**src/sv/rsa_pkg.sv**
```systemverilog
// Shared types, constants and helpers for the register slot allocator.
package rsa_pkg;

  localparam int TABLE_DEPTH_DEF = 64;
  localparam int FIXED_REGS_DEF  = 10;

  localparam int OWNER_W = 17;
  localparam int SLOT_W  = 11;
  localparam int INDEX_W = 6;
  localparam int LOCAL_W = 10;

  localparam logic [15:0]        RESERVED_MASK = 16'h030D;
  localparam logic [OWNER_W-1:0] NO_OWNER      = '1;

  typedef enum logic [1:0] {
    KIND_ALLOC   = 2'd0,
    KIND_RELEASE = 2'd1,
    KIND_FIND    = 2'd2,
    KIND_GET     = 2'd3
  } kind_t;

  localparam logic [1:0] STATUS_OK   = 2'd0;
  localparam logic [1:0] STATUS_MISS = 2'd1;
  localparam logic [1:0] STATUS_FULL = 2'd2;

  localparam logic CFG_STATIC = 1'b0;
  localparam logic CFG_LOCALS = 1'b1;

  typedef struct packed {
    logic [OWNER_W-1:0] owner;
    logic               busy;
    logic               stack;
    logic [SLOT_W-1:0]  slot;
  } entry_t;

  typedef struct packed {
    logic [1:0]         status;
    logic [INDEX_W-1:0] index;
    logic [OWNER_W-1:0] owner;
    logic               busy;
    logic               stack;
    logic [SLOT_W-1:0]  slot;
  } res_t;

  function automatic entry_t fixed_entry(input logic [3:0] i);
    entry_t e;
    e.owner = NO_OWNER;
    e.busy  = RESERVED_MASK[i];
    e.stack = 1'b0;
    e.slot  = SLOT_W'(i);
    return e;
  endfunction

endpackage

```
**src/sv/rsa_table.sv**
```systemverilog
// Entry table memory with registered read and reset view of fixed entries.
module rsa_table import rsa_pkg::*; #(
  parameter int DEPTH = TABLE_DEPTH_DEF,
  parameter int FIXED = FIXED_REGS_DEF
) (
  input  logic                     clk,
  input  logic                     rst,
  input  logic [$clog2(DEPTH)-1:0] rd_addr,
  output entry_t                   rd_data,
  input  logic                     wr_en,
  input  logic [$clog2(DEPTH)-1:0] wr_addr,
  input  entry_t                   wr_data
);

  localparam int IW = $clog2(DEPTH);
  localparam int FW = (FIXED > 1) ? $clog2(FIXED) : 1;

  entry_t mem [DEPTH];
  entry_t mem_q;
  logic [FIXED-1:0] written;
  logic fix_q;
  logic [3:0] fix_idx_q;

  always_ff @(posedge clk) begin
    if (wr_en) begin
      mem[wr_addr] <= wr_data;
    end
    mem_q     <= mem[rd_addr];
    fix_idx_q <= 4'(rd_addr);
  end

  always_ff @(posedge clk) begin
    if (rst) begin
      written <= '0;
      fix_q   <= 1'b0;
    end else begin
      fix_q <= (rd_addr < IW'(FIXED)) && !written[rd_addr[FW-1:0]];
      if (wr_en && (wr_addr < IW'(FIXED))) begin
        written[wr_addr[FW-1:0]] <= 1'b1;
      end
    end
  end

  assign rd_data = fix_q ? fixed_entry(fix_idx_q) : mem_q;

endmodule

```
**src/sv/rsa_seq.sv**
```systemverilog
// Sequencer: scans, fetches and updates table entries one at a time.
module rsa_seq import rsa_pkg::*; #(
  parameter int DEPTH = TABLE_DEPTH_DEF,
  parameter int FIXED = FIXED_REGS_DEF
) (
  input  logic                     clk,
  input  logic                     rst,
  input  logic                     in_valid,
  output logic                     in_ready,
  input  logic [1:0]               kind,
  input  logic [OWNER_W-1:0]       owner_id,
  input  logic [INDEX_W-1:0]       entry_index,
  input  logic                     is_static_method,
  input  logic [LOCAL_W-1:0]       local_count,
  output logic [$clog2(DEPTH)-1:0] rd_addr,
  input  entry_t                   rd_data,
  output logic                     wr_en,
  output logic [$clog2(DEPTH)-1:0] wr_addr,
  output entry_t                   wr_data,
  output logic                     res_valid,
  input  logic                     res_ready,
  output res_t                     res
);

  localparam int IW   = $clog2(DEPTH);
  localparam int CW   = $clog2(DEPTH + 1);
  localparam int CMPW = (CW > INDEX_W) ? CW : INDEX_W;

  typedef enum logic [4:0] {
    S_IDLE  = 5'b00001,
    S_SCAN  = 5'b00010,
    S_FETCH = 5'b00100,
    S_APPLY = 5'b01000,
    S_DONE  = 5'b10000
  } state_t;

  state_t state, state_next;
  logic [1:0] op, op_next;
  logic [OWNER_W-1:0] key, key_next;
  logic [CW-1:0] ptr, ptr_next;
  logic [CW-1:0] count, count_next;
  logic pend, pend_next;
  logic [IW-1:0] pend_idx, pend_idx_next;
  res_t res_next;
  logic hit;
  logic [SLOT_W-1:0] slot_new;

  function automatic res_t mk_res(input logic [IW-1:0] i, input entry_t e);
    res_t r;
    r.status = STATUS_OK;
    r.index  = INDEX_W'(i);
    r.owner  = e.owner;
    r.busy   = e.busy;
    r.stack  = e.stack;
    r.slot   = e.slot;
    return r;
  endfunction

  function automatic res_t mk_err(input logic [1:0] s);
    res_t r;
    r        = '0;
    r.status = s;
    return r;
  endfunction

  assign slot_new = SLOT_W'({{(LOCAL_W - 1){1'b0}}, ~is_static_method})
                  + SLOT_W'(local_count)
                  + SLOT_W'(count - CW'(FIXED));

  assign hit = pend && ((op == KIND_ALLOC) ? !rd_data.busy : (rd_data.owner == key));

  always_comb begin
    state_next    = state;
    op_next       = op;
    key_next      = key;
    ptr_next      = ptr;
    count_next    = count;
    pend_next     = 1'b0;
    pend_idx_next = ptr[IW-1:0];
    res_next      = res;
    rd_addr       = ptr[IW-1:0];
    wr_en         = 1'b0;
    wr_addr       = pend_idx;
    wr_data       = rd_data;
    unique case (state)
      S_IDLE: begin
        if (in_valid) begin
          op_next  = kind;
          key_next = owner_id;
          if ((kind == KIND_ALLOC) || (kind == KIND_FIND)) begin
            ptr_next   = '0;
            state_next = S_SCAN;
          end else if (CMPW'(entry_index) >= CMPW'(count)) begin
            res_next   = mk_err(STATUS_MISS);
            state_next = S_DONE;
          end else begin
            ptr_next   = CW'(entry_index);
            state_next = S_FETCH;
          end
        end
      end
      S_SCAN: begin
        if (hit) begin
          if (op == KIND_ALLOC) begin
            wr_en         = 1'b1;
            wr_data.owner = key;
            wr_data.busy  = 1'b1;
            res_next      = mk_res(pend_idx, wr_data);
          end else begin
            res_next = mk_res(pend_idx, rd_data);
          end
          state_next = S_DONE;
        end else if (ptr < count) begin
          pend_next = 1'b1;
          ptr_next  = ptr + 1'b1;
        end else if (!pend) begin
          if (op != KIND_ALLOC) begin
            res_next = mk_err(STATUS_MISS);
          end else if (count == CW'(DEPTH)) begin
            res_next = mk_err(STATUS_FULL);
          end else begin
            wr_en         = 1'b1;
            wr_addr       = count[IW-1:0];
            wr_data.owner = key;
            wr_data.busy  = 1'b1;
            wr_data.stack = 1'b1;
            wr_data.slot  = slot_new;
            count_next    = count + 1'b1;
            res_next      = mk_res(count[IW-1:0], wr_data);
          end
          state_next = S_DONE;
        end
      end
      S_FETCH: begin
        pend_next  = 1'b1;
        state_next = S_APPLY;
      end
      S_APPLY: begin
        if (op == KIND_RELEASE) begin
          wr_en         = 1'b1;
          wr_data.owner = NO_OWNER;
          wr_data.busy  = 1'b0;
          res_next      = mk_res(pend_idx, wr_data);
        end else begin
          res_next = mk_res(pend_idx, rd_data);
        end
        state_next = S_DONE;
      end
      S_DONE: begin
        if (res_ready) begin
          state_next = S_IDLE;
        end
      end
      default: begin
        state_next = S_IDLE;
      end
    endcase
  end

  always_ff @(posedge clk) begin
    if (rst) begin
      state <= S_IDLE;
      count <= CW'(FIXED);
      pend  <= 1'b0;
    end else begin
      state <= state_next;
      count <= count_next;
      pend  <= pend_next;
    end
  end

  always_ff @(posedge clk) begin
    op       <= op_next;
    key      <= key_next;
    ptr      <= ptr_next;
    pend_idx <= pend_idx_next;
    res      <= res_next;
  end

  assign in_ready  = (state == S_IDLE) && !rst;
  assign res_valid = (state == S_DONE);

endmodule

```
**src/sv/register_slot_allocator.sv**
```systemverilog
// Register slot allocator top level: config registers, table, sequencer, output word.
//
//   channel  direction  handshake              payload
//   in       input      in_valid / in_ready    kind, owner_id, entry_index
//   out      output     out_valid / out_ready  status_code .. result_slot
//   cfg      input      cfg_valid / cfg_ready  cfg_index, cfg_data
//
// Allocate and find scan the table one entry per cycle through a single read port,
// over the entries in use. Release and get fetch the indexed entry, then free or
// report it; a bad index goes straight to a miss. Reset returns the table to its
// fixed entries at once. A result word waits in the output register; in_ready drops
// while an item is in work or a finished word cannot enter a full output register.
module register_slot_allocator import rsa_pkg::*; #(
  parameter int TABLE_DEPTH = TABLE_DEPTH_DEF,
  parameter int FIXED_REGS  = FIXED_REGS_DEF
) (
  input  logic               clk,
  input  logic               rst,
  input  logic               in_valid,
  output logic               in_ready,
  input  logic [1:0]         kind,
  input  logic [OWNER_W-1:0] owner_id,
  input  logic [INDEX_W-1:0] entry_index,
  output logic               out_valid,
  input  logic               out_ready,
  output logic [1:0]         status_code,
  output logic [INDEX_W-1:0] result_index,
  output logic [OWNER_W-1:0] result_owner,
  output logic               result_busy,
  output logic               result_is_stack,
  output logic [SLOT_W-1:0]  result_slot,
  input  logic               cfg_valid,
  output logic               cfg_ready,
  input  logic               cfg_index,
  input  logic [LOCAL_W-1:0] cfg_data
);

  localparam int IW = $clog2(TABLE_DEPTH);

  logic is_static_method;
  logic [LOCAL_W-1:0] local_count;
  logic [IW-1:0] rd_addr;
  logic [IW-1:0] wr_addr;
  entry_t rd_data;
  entry_t wr_data;
  logic wr_en;
  logic res_valid;
  logic res_ready;
  res_t res;
  res_t out_word;

  assign cfg_ready = !rst;

  always_ff @(posedge clk) begin
    if (rst) begin
      is_static_method <= 1'b0;
      local_count      <= '0;
    end else if (cfg_valid) begin
      if (cfg_index == CFG_STATIC) begin
        is_static_method <= cfg_data[0];
      end else begin
        local_count <= cfg_data;
      end
    end
  end

  rsa_table #(
    .DEPTH (TABLE_DEPTH),
    .FIXED (FIXED_REGS)
  ) u_table (
    .clk     (clk),
    .rst     (rst),
    .rd_addr (rd_addr),
    .rd_data (rd_data),
    .wr_en   (wr_en),
    .wr_addr (wr_addr),
    .wr_data (wr_data)
  );

  rsa_seq #(
    .DEPTH (TABLE_DEPTH),
    .FIXED (FIXED_REGS)
  ) u_seq (
    .clk              (clk),
    .rst              (rst),
    .in_valid         (in_valid),
    .in_ready         (in_ready),
    .kind             (kind),
    .owner_id         (owner_id),
    .entry_index      (entry_index),
    .is_static_method (is_static_method),
    .local_count      (local_count),
    .rd_addr          (rd_addr),
    .rd_data          (rd_data),
    .wr_en            (wr_en),
    .wr_addr          (wr_addr),
    .wr_data          (wr_data),
    .res_valid        (res_valid),
    .res_ready        (res_ready),
    .res              (res)
  );

  assign res_ready = !out_valid || out_ready;

  always_ff @(posedge clk) begin
    if (rst) begin
      out_valid <= 1'b0;
    end else if (res_valid && res_ready) begin
      out_valid <= 1'b1;
    end else if (out_ready) begin
      out_valid <= 1'b0;
    end
  end

  always_ff @(posedge clk) begin
    if (res_valid && res_ready) begin
      out_word <= res;
    end
  end

  assign status_code     = out_word.status;
  assign result_index    = out_word.index;
  assign result_owner    = out_word.owner;
  assign result_busy     = out_word.busy;
  assign result_is_stack = out_word.stack;
  assign result_slot     = out_word.slot;

endmodule
```
**config.mk**
```make
export PLATFORM = sky130hd
export DESIGN_NAME = register_slot_allocator
export DESIGN_NICKNAME = d
export VERILOG_FILES = /design/src/sv/rsa_pkg.sv /design/src/sv/rsa_table.sv /design/src/sv/rsa_seq.sv /design/src/sv/register_slot_allocator.sv
export SDC_FILE = /design/constraint.sdc
export NUM_CORES = 2
export LEC_CHECK = 0
export BUFFER_PORTS_ARGS = -buffer_cell sky130_fd_sc_hd__buf_2
export CAP_MARGIN = 20
export CORE_MARGIN = 2
export CORE_UTILIZATION = 60
export DETAILED_ROUTE_END_ITERATION = 7
export GPL_TIMING_DRIVEN = 0
export PLACE_DENSITY_LB_ADDON = 0.05
export SYNTH_ARGS = -nofsm -noshare
export SYNTH_HDL_FRONTEND = slang
export SYNTH_SLANG_ARGS = --single-unit
```
**constraint.sdc**
```tcl
create_clock -name clk -period 10.83 [get_ports clk]
set_clock_uncertainty 0.05 [all_clocks]
set_input_delay 1.083 -clock clk [delete_from_list [all_inputs] [get_ports clk]]
set_output_delay 1.083 -clock clk [all_outputs]
set_load 0.01 [all_outputs]
```
# After elaboration in Yosys (flattened, before gate mapping)
# Memory sizes are Yosys's and may differ from the RTL's. A register that Yosys moved wholly into a read port is not among the register bits.
# Cells that the tools add are included.
# Widths: inputs -> output; s select.
dict set report word_totals {
  rom_bits 16
  elab_cells 154
  ff_bits 148
  mem_count 2
  mem_bits_rw 1920
}
# name words word_bits rd rd_clocked_by_memory_dff wr line_no
set mem_list {}
lappend mem_list {u_table.mem 64 30 1 1 1 rsa_table.sv:18} ;# entry_t mem [DEPTH];
lappend mem_list {{(name not given)} 16 1 1 1 0 rsa_pkg.sv:48} ;# e.busy = RESERVED_MASK[i];
dict set report op_classes {
  n_mux 63
  eq_ne 18
  addsub 5
  n_reduce_logical 25
  magnitude_cmp 8
  bitwise_logic 8
}
# cell n
set ops {}
lappend ops {{$mux 38} 8}
lappend ops {{$mux 30} 7}
lappend ops {{$pmux 38 s3} 1}
lappend ops {{$mux 18} 3}
lappend ops {{$mux 6} 6}
lappend ops {{$pmux 18 s2} 1}
lappend ops {{$mux 5} 7}
lappend ops {{$mux 7} 5}
lappend ops {{$pmux 5 s5} 1}
lappend ops {{$mux 12} 2}
lappend ops {{$eq 17x17->1} 1}
lappend ops {{$mux 1} 17}
lappend ops {{$lt 4x5->1 const B} 3}
lappend ops {{$add 7x1->7 const B} 2}
lappend ops {{$pmux 7 s2} 1}
lappend ops {{$lt 6x4->1 const B} 2}
lappend ops {{$reduce_and 6->1} 2}
lappend ops {{$add 1x10->11} 1}
lappend ops {{$add 11x11->11} 1}
lappend ops {{$or 10x10->10} 1}
lappend ops {{$sub 7x4->8 const B} 1}
lappend ops {{$eq 7x7->1 const B} 1}
lappend ops {{$ge 6x7->1} 1}
lappend ops {{$lt 7x7->1} 1}
lappend ops {{other kinds (25)} 51}

# Depth between registers and ports, before layout
dict set report logic_depth {
  word_depth 13
  mapped_depth 14
  mapped_depth_nobuf 13
}

# By module
# From an unflattened synthesis, not the netlist that was laid out.
dict set report unflattened {
  cells_unflattened 3902
  area_unflattened_um2 81374.3
}
# module area_each_um2 instances cells_each
set modules_own_cells {}
lappend modules_own_cells {rsa_table 74611.6 1 3339}
lappend modules_own_cells {rsa_seq 5057.4 1 470}
lappend modules_own_cells {register_slot_allocator 1705.4 1 93}

# Least setup slack after synthesis
# Ideal clock, no wire load.
dict set report synth_timing {
  kind {register -> register}
  from {reg u_seq.count[5]}
  to {mem u_table.mem[0][10] in the netlist's numbering (data pin)}
  period_less_slack_ns 5.433
  n_path_buf 3
  path_stages_with_launch 11
  setup_slack_ns 5.397
  arrival_time_ns 4.682
  setup_ns 0.702
  cell_sequence {dfxtp_1 clkinv_1 ha_1 a211o_1 o211ai_1 o211a_1 buf_2 nor2_1 buf_2 buf_1 o21ai_0}
}
# item line_no
set synth_lines {}
lappend synth_lines {{start: declaration} rsa_seq.sv:41} ;# logic [CW-1:0] count, count_next;
lappend synth_lines {{start signal: assignment} rsa_seq.sv:163} ;# count <= CW'(FIXED);
lappend synth_lines {{start signal: assignment} rsa_seq.sv:167} ;# count <= count_next;
lappend synth_lines {{end: declaration} rsa_table.sv:18}

# Worst setup path after layout
dict set report layout_timing {
  from {reg u_seq.count[2]}
  to {mem u_table.mem[36][29] in the netlist's numbering (enable)}
}
dict set report layout_via {
  elab_chain_cells 9
  elab_cells_between_ends 16
}
# item line_no
set layout_rtl {}
lappend layout_rtl {{$eq 7x7->1} rsa_seq.sv:119} ;# end else if (count == CW'(DEPTH)) begin
lappend layout_rtl {{$mux 1} rsa_seq.sv:119}
lappend layout_rtl {{$mux 1} rsa_seq.sv:117} ;# if (op != KIND_ALLOC) begin
lappend layout_rtl {{$mux 1} rsa_seq.sv:116} ;# end else if (!pend) begin
lappend layout_rtl {{$mux 1} rsa_seq.sv:113} ;# end else if (ptr < count) begin
lappend layout_rtl {{$mux 1} rsa_seq.sv:103} ;# if (hit) begin
lappend layout_rtl {{$pmux 1 s2} rsa_seq.sv:85} ;# unique case (state)
lappend layout_rtl {{$mux 1} rsa_table.sv:25} ;# if (wr_en) begin
lappend layout_rtl {{$mux 1 (implied by the code)} rsa_table.sv:26} ;# mem[wr_addr] <= wr_data;
# Parallel ways exist; a longest one is shown, timed or not.

==> metrics.md <==
| Metric | Value |
|---|---|
| Initial DRC count | 6,760 |
| Post-cts hold buffer count | 0 |
| Synthesized flop and latch total | around 2,100 |
| Post-route cell area | 94,200 um^2 |
| Fin. Hold Viols | 0 |
| CP Cell Sequence | clkbuf_1 > inv_1 > ha_1 > a21o_1 > a31oi_1 > o211a_1 > nand2b_1 > buf_2 > buf_2 > a21oi_1 > buf_4 > nor3_2 > buf_6 > buf_8 |
| Synth area leader | edfxtp_1 |
| Number of synthesized flops with an enable pin | 2,022 |
| # port buffers | 80 |
| Worst hold path type | reg -> reg |
| Mean Syn Cell Area | 20.4 um^2 |
| Outcome | completed |
| Data arrival, critical path | 5.60 ns |
| Initial cell density of the core | 60.3% |
| Most frequent cells in the layout | edfxtp_1 (2,022), mux4_2 (475), clkbuf_16 (214) |
| Minimum clock period after layout | 5.12 ns |
| Vias in the first global route | 42,800 |
| Rel. slew slack | 19.8% |
| Worst-Skew Late Latency | about 0.83 ns |
| CP max stage cell | nor3_2 |
| Top-Level Pins | 82 |
| Least-Margin Pin Slew | between 1 and 1.5 ns |
| Critical path's largest stage delay | 0.85 ns |
| Synth Flop Type | edfxtp_1 |
| Reg-to-reg endpoint | u_table.mem[36][29] |
| WHS Endpoint | result_slot[1] |
| Final WS setup | 5.71 ns |
| CP startpoint kind | flop |
| Sw Share | between 20% and 30% |
| Crit-path max FO | 10 |
| Power Internal | 0.0150 W |
| Count of cell types in the netlist | 78 |
| Crit end category | flop |
| Pwr per Cell Area | between 200 and 250 nW/um^2 |
| RSZ-0062 raised after global routing | no |
| Antenna-violating nets left | 0 |
| Psw | 0.00572 W |
| Pre-antenna DRT Iters | 7 |
| Worst hold start | u_seq.res[1] |
| Row count | 135 |
| Nets | roughly 4,600 |
| Worst path top cell family by delay | buffers and inverters |
| # resized after CTS | 0 |
| Share of post-route cells with drive strength above 1 | 26.6% |
| Max-cap viol count | 0 |
| Setup TNS after final layout | 0 ns |
| Register-to-Register Path Depth | 14 |
| Finished Layout Cells | 6,470 |
| Final WL | 237 mm |
| Clock power share | about 32% |
| Share of the synthesized area in the top cell type | 74.5% |
| Initial antenna violation count | 8 |
| CP Buf/Inv Count | 7 |
| Highest clock rate | 195 MHz |
| Largest net degree at the start of global routing | 49 |
| Final period util | 47.3% |
| Dpl cell area | 87,900 um^2 |
| Reg power frac | 48.8% |
| Logic pwr share | 18.9% |
| Core area | between 100,000 and 150,000 um^2 |
| Routed vias | between 40,000 and 50,000 |
| Dpl hpwl | 162 mm |
| Commonest non-fill, non-tap cell in the layout | edfxtp_1 |
| Syn Inst Count | 4,002 |
| # clock sinks | 2,095 |
| Slew Limit Fails | 0 |
| Chip height | 373 um |
| CTS tree | done |
| Pre-CTS WS | 5.87 ns |
| FF-to-FF Start | u_seq.count[2] |
| Placed cell count | 6,077 |
| Async set or reset register ratio after synthesis | 0% |
| Die X | roughly 370 um |
| Worst-path clk slew | 0.06 ns |
| Leakage | 30.3 nW |
| Final RePlAce weighted congestion | 0.939 |
| Post-CTS setup buffers | 0 |
| All-Layer GR Usage | 34.4% |
| Setup slack, reg-to-reg | 5.71 ns |
| Hold path cells | 0 |
| Clock Tree Buf Depth | 3 |
| WP data required | 11.31 ns |
| Syn Nets | about 4,000 |
| Via density | 6.82 |
| CTS root buffer | clkbuf_16 |
| P&R area growth vs syn | 15.6% |
| Die Area | between 100,000 and 150,000 um^2 |
| Kind of critical path | reg -> reg |
| First-pass GRT wire length | 329 mm |
| Most used cell, CP | buf_2 |
| Gr ovfl total | 0 |
| Peak supply drop | 178 uV |
| DRC | 0 |
| Ranking of synthesized cells by area | edfxtp_1 (74%), mux4_2 (13%), mux2i_1 (2.0%), dfxtp_1 (1.8%), nor2_1 (1.0%) |
| Mean routed wirelength per cell | 36.6 um |
| Final setup viols | 0 |
| Sequential fraction of the synthesis area | 76.3% |
| Yosys warns | 0 |
| Post-Syn Area | ~80,000 um^2 |
| Num CTS Buffers | 204 |
| H-tree lvl count | 4 |
[logic make-up after synthesis]
kind of cell	share of synthesized area, %
AOI/OAI and AO/OA	3.39
xor gates and xnor gates	0.322
adders and majority gates	0.463
buffers and inverters	1.43
DFF	76.3
muxes	15.1
and+or+nand+nor	3.06
[power groups by stage]
stage / Clock [W] / Sequential [W] / Combinational [W]
6_report: 0.00669 / 0.0101 / 0.00390
5_1_grt: 0.00704 / 0.0101 / 0.00406
4_1_cts: 0.00675 / 0.0101 / 0.00382
3_5_place_dp: 0 / 0.0103 / 0.00380
3_3_place_gp: 0 / 0.0106 / 0.00321
2_1_floorplan: 0 / 0.0103 / 0.00185
[final cells by class]
type,instances,area (um^2)
Tap cell,1781,2230
Fill cell,8339,40900
Clock inverter,118,708
Sequential cell,2095,62200
Timing Repair Buffer,305,3560
Multi-Input combinational cell,1655,18800
Antenna cell,3,7.51
Buffer,224,1060
Clock buffer,261,5550
Inverter,28,105
[metal layers]
metal / global-route usage (%) / up-vias / share of wire (%)
met3: 9.62 / 452 / 12
met1: 48.0 / 23100 / 37
met2: 52.7 / 2935 / 47
li1: - / 17600 / -
met5: 0 / - / 0.017
met4: 12.7 / 6 / 3.9
[state kept, by name, indices dropped and copies added (netlist names), 6 cells and up, named ones only]
| register | cells |
|---|---|
| u_seq.ptr | 7 |
| u_seq.key | 17 |
| result_owner | 17 |
| local_count | 10 |
| u_table.written | 10 |
| u_seq.res | 38 |
| u_seq.pend_idx | 6 |
| u_table.mem | 1920 |
| result_slot | 11 |
| u_table.mem_q | 30 |
| result_index | 6 |
| u_seq.count | 7 |
[synth_stat cells (10+ instances only)]
cell type,instances
o21a_1,12
o22ai_1,52
a21oi_1,77
a221o_1,35
a211oi_1,10
buf_4,18
o221ai_1,35
xnor2_1,22
buf_6,10
nor2_1,225
nor3_1,32
dfxtp_1,73
o21ai_0,43
nand2b_1,19
inv_1,26
ha_1,27
clkbuf_1,106
edfxtp_1,2022
nor4_1,21
buf_2,62
nand2_1,204
a221oi_1,33
mux2i_1,159
nand3_1,24
o211ai_1,20
buf_1,28
mux4_2,475
[how the worst max path moves through the flow]
| stage | startpoint | endpoint | slack [ns] | cells past startpoint |
|---|---|---|---|---|
| after floorplan | u_seq.count[5] | u_table.mem[0][10] | 5.40 | 10 |
| after global placement | u_seq.count[2] | u_table.mem[54][5] | 0.78 | 11 |
| after detailed placement | u_seq.ptr[2] | u_table.mem_q[10] | 5.87 | 6 |
| after CTS | u_seq.ptr[2] | u_table.mem_q[10] | 5.84 | 6 |
| after global routing | u_seq.count[2] | u_table.mem[55][18] | 5.59 | 15 |
| final | u_seq.count[2] | u_table.mem[36][29] | 5.71 | 14 |
[metrics by stage]
stage,utilization (%),hold slack [ns],total power [W]
after floorplan,-,0.347,0.0122
after global placement,62.3,0.352,0.0138
after detailed placement,65.0,0.355,0.0141
after CTS,69.7,0.326,0.0207
after global routing,69.7,0.351,0.0212
final,69.7,0.366,0.0207
Note: power is estimated with default switching activity, not from simulation.
